**src/hw/rtl/fully_associative_fifo_tag_store_unit_defines.svh**
```systemverilog
// assertion macros for the fully associative tag store
// used by the top level; expects signals named clk and rst in scope
`ifndef FULLY_ASSOCIATIVE_FIFO_TAG_STORE_UNIT_DEFINES_SVH
`define FULLY_ASSOCIATIVE_FIFO_TAG_STORE_UNIT_DEFINES_SVH

// same-cycle implication
`define FATSU_ASSERT_NOW(label, ante, cons) \
  label: assert property (@(posedge clk) disable iff (rst) (ante) |-> (cons)) \
    else $error("tag store check failed");

// next-cycle implication
`define FATSU_ASSERT_NEXT(label, ante, cons) \
  label: assert property (@(posedge clk) disable iff (rst) (ante) |=> (cons)) \
    else $error("tag store check failed");

`endif

```
**src/hw/rtl/fatsu_pkg.sv**
```systemverilog
// shared types and constants for the fully associative tag store
// no dependencies
package fatsu_pkg;

  localparam int MAX_LINES  = 1024;
  localparam int IDX_W      = (MAX_LINES > 1) ? $clog2(MAX_LINES) : 1;
  localparam int CNT_W      = $clog2(MAX_LINES + 1);
  localparam int ADDR_W     = 31;
  localparam int TAG_W      = 31;
  localparam int LC_W       = 11;
  localparam int BS_W       = 17;
  localparam int TOTAL_W    = 32;
  localparam int IN_DATA_W  = 32;
  localparam int OUT_DATA_W = 128;
  localparam int CFG_IDX_W  = 4;
  localparam int CFG_DATA_W = 17;

  localparam int DIV_STEPS  = ADDR_W;
  localparam int DSTEP_W    = $clog2(DIV_STEPS);

  localparam int GROUP_SIZE = 32;
  localparam int GROUPS     = (MAX_LINES + GROUP_SIZE - 1) / GROUP_SIZE;

  localparam logic [TOTAL_W-1:0] COUNT_MAX = '1;
  localparam logic [LC_W-1:0] LINE_COUNT_RESET = LC_W'(1024);
  localparam logic [BS_W-1:0] BLOCK_SIZE_RESET = BS_W'(16);

  localparam logic [CFG_IDX_W-1:0] REG_LINE_COUNT = CFG_IDX_W'(0);
  localparam logic [CFG_IDX_W-1:0] REG_BLOCK_SIZE = CFG_IDX_W'(1);

  typedef enum logic [2:0] {
    S_IDLE,
    S_DIV,
    S_MATCH,
    S_GROUP,
    S_REDUCE,
    S_COMMIT
  } state_t;

  typedef enum logic [1:0] {
    CELL_HOLD,
    CELL_APPEND,
    CELL_SHIFT
  } cell_op_t;

  typedef struct packed {
    cell_op_t         op;
    logic [TAG_W-1:0] key;
    logic [CNT_W-1:0] used;
    logic [IDX_W-1:0] write_pos;
    logic [IDX_W-1:0] last_pos;
  } cell_ctrl_t;

endpackage

```
**src/hw/rtl/fatsu_div.sv**
```systemverilog
// bit-serial restoring divider, one quotient bit per cycle
// depends on fatsu_pkg
module fatsu_div (
  input  logic                         clk,
  input  logic                         rst,
  input  logic                         start,
  input  logic [fatsu_pkg::ADDR_W-1:0] dividend,
  input  logic [fatsu_pkg::BS_W-1:0]   divisor,
  output logic                         done,
  output logic [fatsu_pkg::ADDR_W-1:0] quotient
);
  import fatsu_pkg::*;

  logic               busy;
  logic [DSTEP_W-1:0] count;
  logic [ADDR_W-1:0]  quo;
  logic [BS_W-1:0]    rem;
  logic [BS_W-1:0]    dvs;
  logic [BS_W:0]      shifted;
  logic [BS_W:0]      diff;
  logic               ge;

  always_comb begin
    shifted = {rem, quo[ADDR_W-1]};
    ge      = shifted >= {1'b0, dvs};
    diff    = shifted - {1'b0, dvs};
  end

  always_ff @(posedge clk) begin
    if (rst) begin
      busy  <= 1'b0;
      done  <= 1'b0;
      count <= '0;
    end else begin
      done <= 1'b0;
      if (start) begin
        busy  <= 1'b1;
        count <= '0;
        quo   <= dividend;
        rem   <= '0;
        dvs   <= divisor;
      end else if (busy) begin
        quo   <= {quo[ADDR_W-2:0], ge};
        rem   <= ge ? diff[BS_W-1:0] : shifted[BS_W-1:0];
        count <= count + DSTEP_W'(1);
        if (count == DSTEP_W'(DIV_STEPS - 1)) begin
          busy <= 1'b0;
          done <= 1'b1;
        end
      end
    end
  end

  assign quotient = quo;

endmodule

```
**config.mk**
```make
export PLATFORM = sky130hd
export DESIGN_NAME = fatsu_div
export DESIGN_NICKNAME = d
export VERILOG_FILES = /design/src/hw/rtl/fully_associative_fifo_tag_store_unit_defines.svh /design/src/hw/rtl/fatsu_pkg.sv /design/src/hw/rtl/fatsu_div.sv
export SDC_FILE = /design/constraint.sdc
export NUM_CORES = 1
export LEC_CHECK = 0
export ABC_AREA = 0
export BUFFER_PORTS_ARGS = -buffer_cell sky130_fd_sc_hd__buf_2
export CAP_MARGIN = 25
export CORE_UTILIZATION = 49
export DETAILED_ROUTE_END_ITERATION = 10
export PLACE_DENSITY_LB_ADDON = 0.08
export SYNTH_ARGS = -nofsm -noshare
export SYNTH_HDL_FRONTEND = slang
export SYNTH_SLANG_ARGS = --single-unit
```
**constraint.sdc**
```tcl
create_clock -name clk -period 2.9 [get_ports clk]
set_input_delay 0.145 -clock clk [delete_from_list [all_inputs] [get_ports clk]]
set_output_delay 0.145 -clock clk [all_outputs]
set_load 0.005 [all_outputs]
```
Word-level counts from Yosys, hierarchy flattened
Index checks and enable logic that the tools add are counted.
- register bits: 72
- latch bits: 0
- memory bits (writable): 0
- ROM bits: 0
- input port bits: 51
- output and inout bits: 32
- logic and storage cells: 25
- memories: 0
- add/subtract/negate cells: 2
- $mul: 0
- div/mod/pow operators: 0
- order comparisons: 1
- eq/ne operators: 1
- shifts and indexed selects: 0
- multiplexer cells: 8
- bitwise logic cells: 2
- reduce and logical (&&, ||, !) cells: 5
- operators with widths (cell ; number):
    $mux 31 ; 2
    $mux 17 ; 2
    $ge 18x17->1 ; 1
    $sub 17x17->17 ; 1
    $add 5x1->5 const B ; 1
    $eq 5x5->1 const B ; 1
    $mux 1 ; 4
    $reduce_and 2->1 ; 2
    $reduce_or 3->1 ; 1
    $not 1->1 ; 2
    $reduce_bool 2->1 ; 1
    $reduce_or 2->1 ; 1

Longest topological paths before layout
- depth after elaboration: 4
- depth in mapped cells: 12
- mapped depth without buffers: 10

Worst setup path before layout
Ideal clock, no wire load.
- kind: input-to-reg
- start point: input port start
- end point: register quo[0] (netlist: quotient[0]) (enable)
- library setup time: 0.454 ns
- arrival time: 2.707 ns
- data required time: 2.446 ns
- path slack: -0.260 ns
- stages: 4
- path buffers: 2
- cell sequence: clkbuf_1 > clkbuf_1 > nor2_1 > nor2_1
- cells in the longest elaborated chain, start to end: 2
- RTL lines (element ; line ; source):
    start: declaration ; fatsu_div.sv:6 ; input logic start,
    $reduce_bool 2->1 (no source line) ; - ;
    $reduce_and 2->1 (no source line) ; - ;
    end signal: assignment ; fatsu_div.sv:39 ; quo <= dividend;
    end signal: assignment ; fatsu_div.sv:43 ; quo <= {quo[ADDR_W-2:0], ge};
    end: declaration ; fatsu_div.sv:16 ; logic [ADDR_W-1:0] quo;
No other way between the ends.
A chain may end at the register's enable or synchronous reset.

Final worst setup path
- start point: register rem[11]
- end point: register rem[11], data pin
- cells in the longest elaborated chain, start to end: 3
- RTL lines (element ; line ; source):
    start: declaration ; fatsu_div.sv:17 ; logic [BS_W-1:0] rem;
    start signal: assignment ; fatsu_div.sv:44 ; rem <= ge ? diff[BS_W-1:0] : shifted[BS_W-1:0];
    $ge 18x17->1 ; fatsu_div.sv:25 ; ge = shifted >= {1'b0, dvs};
    $mux 17 ; fatsu_div.sv:44 ;
    $mux 17 ; fatsu_div.sv:42 ; end else if (busy) begin
No other way between the ends. The select of a mux whose other input is x is not followed.

==> metrics.yaml <==
slowest_stage: "or4_1"
grt_remaining_overflow: 0
n_fill_cell: 641
yosys-top-cells-area: "edfxtp_1, mux2_2, ha_1"
clockBufferDepth: 2
vias: 2849
yosys.area.top_type: "edfxtp_1"
worstPathMaxFanout: 6
r2r_setup_slack_ns: 0.20
fin_hold_ws_ns: 0.06354
power_density_nw_per_um2: 562.7
max_freq_mhz: 369.9
synth_top_area_frac: 0.5029
core_um2: 7687
synth_nets: 392
synthAdderAreaFrac: 0.06641
worstSetupPathType: "register to register"
timing.setup.tns_ns: 0
cts_buffers: 9
synth_xor_area_frac: 0.03385
drt-met1-wl_um: 3602
synth-compound-area-share: 0.1193
wl_per_cell_um: 14.93
dp_hpwl_um: 5662
drc_errors: 0
period_minus_slack_ns: 2.704
cts_root_buf: "clkbuf_8"
synth_warnings: 0
antenna_found_initial: 0
finClkSkew_ns: 0.009479
crit_buf_inv: 0
grt_max_degree: 51
drt_wl_total_um: 7957
pin_count: 83
via_per_inst: 5.345
dr.pass1.iters: 6
clk_pin_slew_ns: 0.08
cts_htree_levels: 3
synth_edf_count: 65
max_stage_delay_ns: 0.52
worst_ir_drop_vdd_uv: 259.2
grt_usage: 0.2078
synth_top_family_by_area: "compound AO/OA/AOI/OAI gates"
syn_inst: 321
async_reset_ff_frac: 0
crit_arrival_ns: 2.89
crit_required_ns: 3.09
diodes: 0
worst_pin_slew_ns: 0.6310
maxCapViolations: 0
ys_seq_area_frac: 0.5390
ys.flop_type: "edfxtp_1"
cts_tree: "done"
grt_pass1_wl_um: 13450
wl_met2_um: 3861
routed.top_layer: "met4"
path_delay_family: "simple AND/OR/NAND/NOR gates"
rows: 32
syn_area_um2: 3881
gp_congestion: 0.8558
multi_input_area_um2: 1645
status: "finished, final reports clean"
startpoint_type: "register"
setup_slack_ns: 0.1965
dieArea_um2: 8281
synth_seq_cells: 72
synthSimpleGateAreaFrac: 0.08156
die_h_um: 91
ys_types: 52
ant_nets: 0
total_power_mw: 2.721
muxShareOfSynthArea: 0.1186
rsz0062_at_grt: "no"
cts_sinks: 72
report.final.setup_viol: 0
seqCellArea_um2: 2092
area.growth.synth_to_final_pct: 24.60
nets: 497
fin_util: 0.6291
grt_pass1_vias: 2858
wl_met3_um: 357
power_leakage_nw: 2.029
postSynthAreaPerCell_um2: 12.09
slew-limit-headroom: 0.5749
die-width_um: 91
finalCritPeriodShare: 0.9322
finalMaxSlewViolations: 0
hold_path_class: "input pin to register"
initial_core_util: 0.5049
hold_viol: 0
port_buffers: 82
crit_chain: "ha_1 > nand2_2 > or3_1 > o31a_1 > o21a_4 > or4_1 > a21oi_1"
clock_latency_ns: 0.34
endpoint_kind: "register"
drtIter0Drc: 121
drive_gt1_frac: 0.3434
dp_slack_ns: 0.1345
## kinds of logic after synthesis
kind of cell	count (synthesis)
DFF	72
AOI/OAI and AO/OA	67
and+or+nand+nor	65
muxes	42
buffers and inverters	40
adders and majority gates	20
xor gates and xnor gates	15
## Yosys cell counts, types with 8 or more instances
master,n
inv_1,25
nor2_1,25
ha_1,19
xnor2_1,8
nand2_1,12
a211oi_1,9
clkbuf_1,9
a21oi_1,17
edfxtp_1,65
o21ai_0,9
mux2i_1,10
mux2_2,32
## power by group
group          internal, mW  switching, mW
clock network         0.421          0.393
logic                 0.307          0.335
registers              1.23         0.0366
total                  1.96          0.764
## state kept, by name, indices dropped and copies added, names as in the netlist
name	cells
done	1
quotient	31
busy	1
dvs	17
count	5
rem	17
## worst register-to-register path, cell delays in order, from the launching register on
cell	delay, ns
edfxtp_1	0.40
ha_1	0.41
nand2_2	0.11
or3_1	0.40
o31a_1	0.38
o21a_4	0.17
or4_1	0.52
a21oi_1	0.17
## placed cells by master (no fill, tap or decap), types with 3 or more instances in the layout
master and n:
a31oi_1 4, a211oi_1 8, edfxtp_1 65, inv_1 25
xor2_1 7, o21ai_0 8, buf_2 82, mux2_2 32
mux2i_1 10, dlygate4sd3_1 17, ha_1 19, nand2_1 12
dfxtp_1 7, o21bai_1 4, nand3_1 4, buf_4 9
nand4_1 5, clkbuf_8 9, a21o_1 5, xnor2_1 8
a21oi_1 17, o211ai_1 3, and3_1 3, nor2_1 24
## area by class of cell
type                    count  share of cell area
clock inverters             4            0.006468
flip-flops and latches     72              0.4326
repair buffers            109              0.1382
inverters                  25             0.01940
well taps                 102             0.02639
clock buffers              12             0.03674
multi-input cells         209              0.3402
## per-stage QoR
stage               instance area (um2)  instances
finish                             4836        533
global route                       4836        533
CTS                                4827        533
detailed placement                 4448        500
global placement                   4448        500
floorplan                          3884        321
## final timing paths
kind                               start  endpoint  cells past startpoint
worst max-delay path             rem[11]   rem[11]                      7
worst min-delay path                 rst      busy                      2
worst max register to register   rem[11]   rem[11]                      7
worst min register to register  count[4]  count[4]                      2
## what timing repair did
action | in CTS | in global routing
buffers inserted | 0 | 0
endpoints found under the setup margin | 0 | 18
resized for setup | 0 | 2
hold buffers | 17 | 0
hold endpoints to repair | 17 | 0
## routing by layer
metal  GRT usage  vias up
li1            -     1402
met4     0.08730        0
met5           0        -
met3     0.04104       12
met1      0.2700     1356
met2      0.3403       79
Note: power is estimated with default switching activity, not from simulation.
