--- src/hw/rtl/fully_associative_fifo_tag_store_unit_defines.svh ---
// assertion macros for the fully associative tag store
// used by the top level; expects signals named clk and rst in scope
`ifndef FULLY_ASSOCIATIVE_FIFO_TAG_STORE_UNIT_DEFINES_SVH
`define FULLY_ASSOCIATIVE_FIFO_TAG_STORE_UNIT_DEFINES_SVH

// same-cycle implication
`define FATSU_ASSERT_NOW(label, ante, cons) \
  label: assert property (@(posedge clk) disable iff (rst) (ante) |-> (cons)) \
    else $error("tag store check failed");

// next-cycle implication
`define FATSU_ASSERT_NEXT(label, ante, cons) \
  label: assert property (@(posedge clk) disable iff (rst) (ante) |=> (cons)) \
    else $error("tag store check failed");

`endif

--- src/hw/rtl/fatsu_pkg.sv ---
// shared types and constants for the fully associative tag store
// no dependencies
package fatsu_pkg;

  localparam int MAX_LINES  = 1024;
  localparam int IDX_W      = (MAX_LINES > 1) ? $clog2(MAX_LINES) : 1;
  localparam int CNT_W      = $clog2(MAX_LINES + 1);
  localparam int ADDR_W     = 31;
  localparam int TAG_W      = 31;
  localparam int LC_W       = 11;
  localparam int BS_W       = 17;
  localparam int TOTAL_W    = 32;
  localparam int IN_DATA_W  = 32;
  localparam int OUT_DATA_W = 128;
  localparam int CFG_IDX_W  = 4;
  localparam int CFG_DATA_W = 17;

  localparam int DIV_STEPS  = ADDR_W;
  localparam int DSTEP_W    = $clog2(DIV_STEPS);

  localparam int GROUP_SIZE = 32;
  localparam int GROUPS     = (MAX_LINES + GROUP_SIZE - 1) / GROUP_SIZE;

  localparam logic [TOTAL_W-1:0] COUNT_MAX = '1;
  localparam logic [LC_W-1:0] LINE_COUNT_RESET = LC_W'(1024);
  localparam logic [BS_W-1:0] BLOCK_SIZE_RESET = BS_W'(16);

  localparam logic [CFG_IDX_W-1:0] REG_LINE_COUNT = CFG_IDX_W'(0);
  localparam logic [CFG_IDX_W-1:0] REG_BLOCK_SIZE = CFG_IDX_W'(1);

  typedef enum logic [2:0] {
    S_IDLE,
    S_DIV,
    S_MATCH,
    S_GROUP,
    S_REDUCE,
    S_COMMIT
  } state_t;

  typedef enum logic [1:0] {
    CELL_HOLD,
    CELL_APPEND,
    CELL_SHIFT
  } cell_op_t;

  typedef struct packed {
    cell_op_t         op;
    logic [TAG_W-1:0] key;
    logic [CNT_W-1:0] used;
    logic [IDX_W-1:0] write_pos;
    logic [IDX_W-1:0] last_pos;
  } cell_ctrl_t;

endpackage

--- src/hw/rtl/fatsu_cell.sv ---
// one tag line of the chain: compares against the broadcast key and
// takes its neighbour's tag on a shift; depends on fatsu_pkg
module fatsu_cell (
  input  logic                        clk,
  input  logic [fatsu_pkg::IDX_W-1:0] index,
  input  fatsu_pkg::cell_ctrl_t       ctrl,
  input  logic [fatsu_pkg::TAG_W-1:0] next_tag,
  output logic [fatsu_pkg::TAG_W-1:0] tag,
  output logic                        match
);
  import fatsu_pkg::*;

  logic [TAG_W-1:0] tag_next;
  logic             in_use;

  always_comb begin
    in_use   = CNT_W'(index) < ctrl.used;
    tag_next = tag;
    case (ctrl.op)
      CELL_APPEND: begin
        if (index == ctrl.write_pos) begin
          tag_next = ctrl.key;
        end
      end
      CELL_SHIFT: begin
        if (index < ctrl.last_pos) begin
          tag_next = next_tag;
        end else if (index == ctrl.last_pos) begin
          tag_next = ctrl.key;
        end
      end
      default: begin
        tag_next = tag;
      end
    endcase
  end

  always_ff @(posedge clk) begin
    tag   <= tag_next;
    match <= in_use && (tag == ctrl.key);
  end

endmodule

--- config.mk ---
export PLATFORM = sky130hd
export DESIGN_NAME = fatsu_cell
export DESIGN_NICKNAME = d
export VERILOG_FILES = /design/src/hw/rtl/fully_associative_fifo_tag_store_unit_defines.svh /design/src/hw/rtl/fatsu_pkg.sv /design/src/hw/rtl/fatsu_cell.sv
export SDC_FILE = /design/constraint.sdc
export NUM_CORES = 1
export LEC_CHECK = 0
export ABC_AREA = 1
export BUFFER_PORTS_ARGS = -buffer_cell sky130_fd_sc_hd__buf_2
export CAP_MARGIN = 20
export CORE_MARGIN = 10
export CORE_UTILIZATION = 43
export CTS_CLUSTER_DIAMETER = 100
export DETAILED_ROUTE_END_ITERATION = 10
export PLACE_DENSITY = 0.78
export SETUP_SLACK_MARGIN = 0.3
export SLEW_MARGIN = 10
export SYNTH_ARGS = -nofsm -noshare
export SYNTH_HDL_FRONTEND = slang
export SYNTH_SLANG_ARGS = --single-unit
--- constraint.sdc ---
create_clock -name clk -period 2.4 [get_ports clk]
set_input_delay 0.48 -clock clk [delete_from_list [all_inputs] [get_ports clk]]
set_output_delay 0.48 -clock clk [all_outputs]
set_load 0.05 [all_outputs]
---- Word level (Yosys, flattened, before mapping) ----
Cells that the tools add are included.
Widths: inputs -> output; s select.
storage, ports and cells
  logic and storage cells ................. 18
  output and inout bits ................... 32
  register bits after elaboration ......... 32
  input port bits ......................... 106
operators by class
  reductions and logical operators ........ 3
  order comparisons ....................... 2
  equal/unequal tests ..................... 7
  mux-type cells .......................... 4
operator list
  operator            number
  $mux 31             3
  $pmux 31 s2         1
  $eq 31x31->1        1
  $eq 10x10->1        2
  $lt 10x11->1        1
  $lt 10x10->1        1
  $ne 3x3->1 const B  1
  $reduce_and 3->1    1
  $eq 2x1->1 const B  1
  $eq 2x2->1 const B  1
  $ne 2x2->1 const B  1
  $reduce_bool 2->1   1
  $logic_and 1x1->1   1

---- Longest topological paths before layout ----
  depth after elaboration ................. 4
  depth in mapped cells ................... 11
  mapped depth without buffers ............ 10

---- Worst setup path after synthesis ----
No wires, ideal clock.
  path type ............................... input port to flip-flop
  start ................................... input ctrl[9] (netlist name)
  end ..................................... register tag[0] (netlist name), enable pin
  required time ........................... 1963 ps
  arrival time ............................ 1869 ps
  stages .................................. 8
  path buffers ............................ 1
  setup time .............................. 437 ps
  slack ................................... 93 ps
  cells stage by stage .................... inv_1 > ha_1 > nand2_2 > nor2_4 > o211ai_4 > nand3_4 > buf_12 > nand3_2
on the way
  word-level cells in the longest chain between the ends .. 3
  elaborated cells between the ends (all ways) .. 4
  those cells by class .................... 1 x order compare; 2 x eq/ne; 1 x reduce/logical
ends and longest elaborated chain
  item                                                 RTL line                            text
  from (decl)                                          fatsu_cell.sv:6                     input fatsu_pkg::cell_ctrl_t ctrl,
  $lt 10x10->1 / $eq 10x10->1 (equally long branches)  fatsu_cell.sv:26, fatsu_cell.sv:28
  $ne 3x3->1 (no source line) *                        n/a
  $reduce_and 3->1 (no source line) *                  n/a
  to (signal assigned)                                 fatsu_cell.sv:39                    tag <= tag_next;
  to (decl)                                            fatsu_cell.sv:8                     output logic [fatsu_pkg::TAG_W-1:0] tag,
Every way passes the cells marked *; elsewhere a longest branch is shown, timed or not.
A chain may end at the register's enable or synchronous reset.

---- Final worst setup path ----
  start ................................... input index[5] (netlist name)
  end ..................................... register tag[1] (netlist name), enable pin
on the way
  word-level cells in the longest chain between the ends .. 3
  elaborated cells between the ends (all ways) .. 6
  those cells by class .................... 1 x order compare; 4 x eq/ne; 1 x reduce/logical
ends and longest elaborated chain
  item                                                              RTL line          text
  from (decl)                                                       fatsu_cell.sv:5   input logic [fatsu_pkg::IDX_W-1:0] index,
  $lt 10x10->1 (tied with other cells)                              fatsu_cell.sv:26  if (index < ctrl.last_pos) begin
  $ne 3x3->1 (no source line) / $ne 2x2->1 (equally long branches)  n/a
  $reduce_and 3->1 (no source line) *                               n/a
Marks and branches as above.

==> results.sh <==
export IMPL_status="complete, no violations"
export IMPL_leakage_nw=1.93
export IMPL_power_density_nw_per_um2=492
export IMPL_fmax_mhz=563
export IMPL_place_gp_congestion=0.814
export IMPL_power_w=0.00183
export IMPL_yosys_area_share_xor_xnor_pct=7.73
export IMPL_cts_max_level=2
export IMPL_synth_top_family_by_area="simple AND/OR/NAND/NOR gates"
export IMPL_wirelength_mm=8.39
export IMPL_viasPerCell=4.86
export IMPL_tightest_slew_ns=0.272
export IMPL_grt_pass1_vias=2853
export IMPL_start_util_pct=44.4
export IMPL_final_cells=571
export IMPL_drt_pass1_iterations=6
export IMPL_hold_violations=0
export IMPL_final_util_pct=58.3
export IMPL_synth_top_area_cell="edfxtp_1"
export IMPL_yosysUniqueCellTypes=26
export IMPL_syn_nets=477
export IMPL_grtUsageTotal_pct=15.6
export IMPL_drc=0
export IMPL_ir_drop_uv=453
export IMPL_min_path_type="in2reg"
export IMPL_critical_path_required_ns=2.38
export IMPL_antenna_left=0
export IMPL_ys_seq_elements=32
export IMPL_seq_area_frac_synth_pct=33.6
export IMPL_critPathLaunchType="input port"
export IMPL_ctsHoldBuffers=0
export IMPL_insertion_delay_ns=0.29
export IMPL_synth_mux_area_share_pct=0
export IMPL_gr_total_overflow=0
export IMPL_drtIter0Drc=84
export IMPL_post_drt_wl_per_cell_um=14.7
export IMPL_r2r_slack_ns=1.19
export IMPL_n_antenna_cell=0
export IMPL_clock_sinks=32
export IMPL_critPathMaxFanout=12
export IMPL_cts_buffers=5
export IMPL_dp_hpwl_mm=7.01
export IMPL_layout_commonest_cell="buf_2"
export IMPL_clk_pin_slew_ns=0.08
export IMPL_synth_top_area_share_pct=32.9
export IMPL_clock_path_buffers=2
export IMPL_numPortBuffers=137
export IMPL_setup_viol=0
export IMPL_dieArea_um2=10200
export IMPL_synthToLayoutAreaGrowth_pct=31.4
export IMPL_die_y_um=101
export IMPL_synthSimpleGateAreaFrac_pct=35.9
export IMPL_netlist_top_cells_area="edfxtp_1 (33%), nand2_2 (13%), nand2_1 (9.4%)"
export IMPL_grt_pass1_wl_mm=13.2
export IMPL_num_vias=2775
export IMPL_final_min_clock_period_ns=1.77
export IMPL_cts_tree="yes"
export IMPL_hold_ws_ns=0.485
export IMPL_postSynthCellCount=352
export IMPL_fillerInstances=578
export IMPL_clockRootBuffer="clkbuf_8"
export IMPL_yosys_warnings=0
export IMPL_core_area_um2=6390
export IMPL_layout_common_cells="buf_2 (137), nand2_1 (71), nand2_2 (60)"
export IMPL_rsz0062_at_grt="false"
export IMPL_worstSetupPathType="in2reg"
export IMPL_max_slew_margin_rel_pct=82.0
export IMPL_rows=29
export IMPL_period_share_pct=73.9
export IMPL_antenna_found_initial=1
export IMPL_synth_avg_cell_area_um2=8.05
export IMPL_worstSetupEndpointType="flip-flop"
export IMPL_post_cts_setup_buffers=0
export IMPL_dp_cells=563
export IMPL_nNetsFinal=618
export IMPL_tns_ns=0
export IMPL_clock_skew_ns=0.00636
export IMPL_ios=138
export IMPL_post_synth_fa_ha_maj_area_fraction_pct=8.39
export IMPL_cts_resized=0
export IMPL_grt_max_degree=32
export IMPL_max_cap_violations=0
export IMPL_synth_area_um2=2830
export IMPL_report_final_slew_viol_count=0
export IMPL_drive_gt1_share_pct=45.1
export IMPL_arrival_ns=1.76
export IMPL_die_w_um=101
export IMPL_synth_compound_area_share_pct=3.93
## layout make-up
| type | instances | area (um^2) | share of cell area (%) |
|---|---|---|---|
| Multi-Input combinational cell | 257 | 1590 | 42.8 |
| Sequential cell | 32 | 951 | 25.6 |
| Timing Repair Buffer | 146 | 778 | 20.9 |
| Inverter | 51 | 191 | 5.14 |
| Tap cell | 77 | 96.3 | 2.59 |
| Clock buffer | 5 | 68.8 | 1.85 |
| Clock inverter | 3 | 42.5 | 1.14 |
## worst max-delay path, cell delays in order
cell	delay (ns)
buf_2	0.13
ha_1	0.30
nand2_1	0.08
nor2_2	0.17
nand2_1	0.07
nor2_1	0.08
nand3_1	0.11
nand3_4	0.12
buf_4	0.21
## per-stage QoR
stage	cell area (um^2)	setup WS, ns
2_1_floorplan	2840	0.328
3_3_place_gp	3610	0.341
3_5_place_dp	3610	0.312
4_1_cts	3720	0.619
5_1_grt	3720	0.517
6_report	3720	0.625
## per-layer routing
layer  track usage [%]  vias up  wire length [um]
met4              4.50        2               121
met5                 0        -                13
met2              26.0      115              3930
li1                  -     1419                 -
met1              18.0     1226              3410
met3              6.54       13               915
## where the power goes
group | internal [W] | switching (W)
Sequential | 0.000670 | 0.0000280
Combinational | 0.000225 | 0.000391
Clock | 0.000307 | 0.000209
Total | 0.00120 | 0.000628
## path summary, 6_finish.rpt
| kind | cells after the start | end | start |
|---|---|---|---|
| worst max-delay path | 9 | tag[1] | index[5] |
| worst min-delay path | 3 | tag[0] | ctrl[31] |
| worst max register to register | 7 | match | tag[13] |
| worst min register to register | 7 | match | tag[0] |
## cells by family (layout without fill, tap and decap cells)
| kind of cell | after synthesis | count (layout) |
|---|---|---|
| and+or+nand+nor | 197 | 197 |
| buffers and inverters | 63 | 205 |
| DFF | 32 | 32 |
| xor gates and xnor gates | 25 | 25 |
| adders and majority gates | 19 | 19 |
| AOI/OAI and AO/OA | 16 | 16 |
## state kept, by name, indices dropped and copies added, names as in the netlist
signal / flops
tag: 31
match: 1
## synth_stat cells (all sizes together)
cell,count
buf,12
xnor2,20
xor2,5
o211ai,1
ha,19
o21bai,1
nand4,33
nand3,9
nor3,1
a21oi,8
clkinv,1
nand2,131
dfxtp,1
edfxtp,31
inv,50
o21ai,5
o22ai,1
nor2,23
Power figures use the tool's default switching activity.
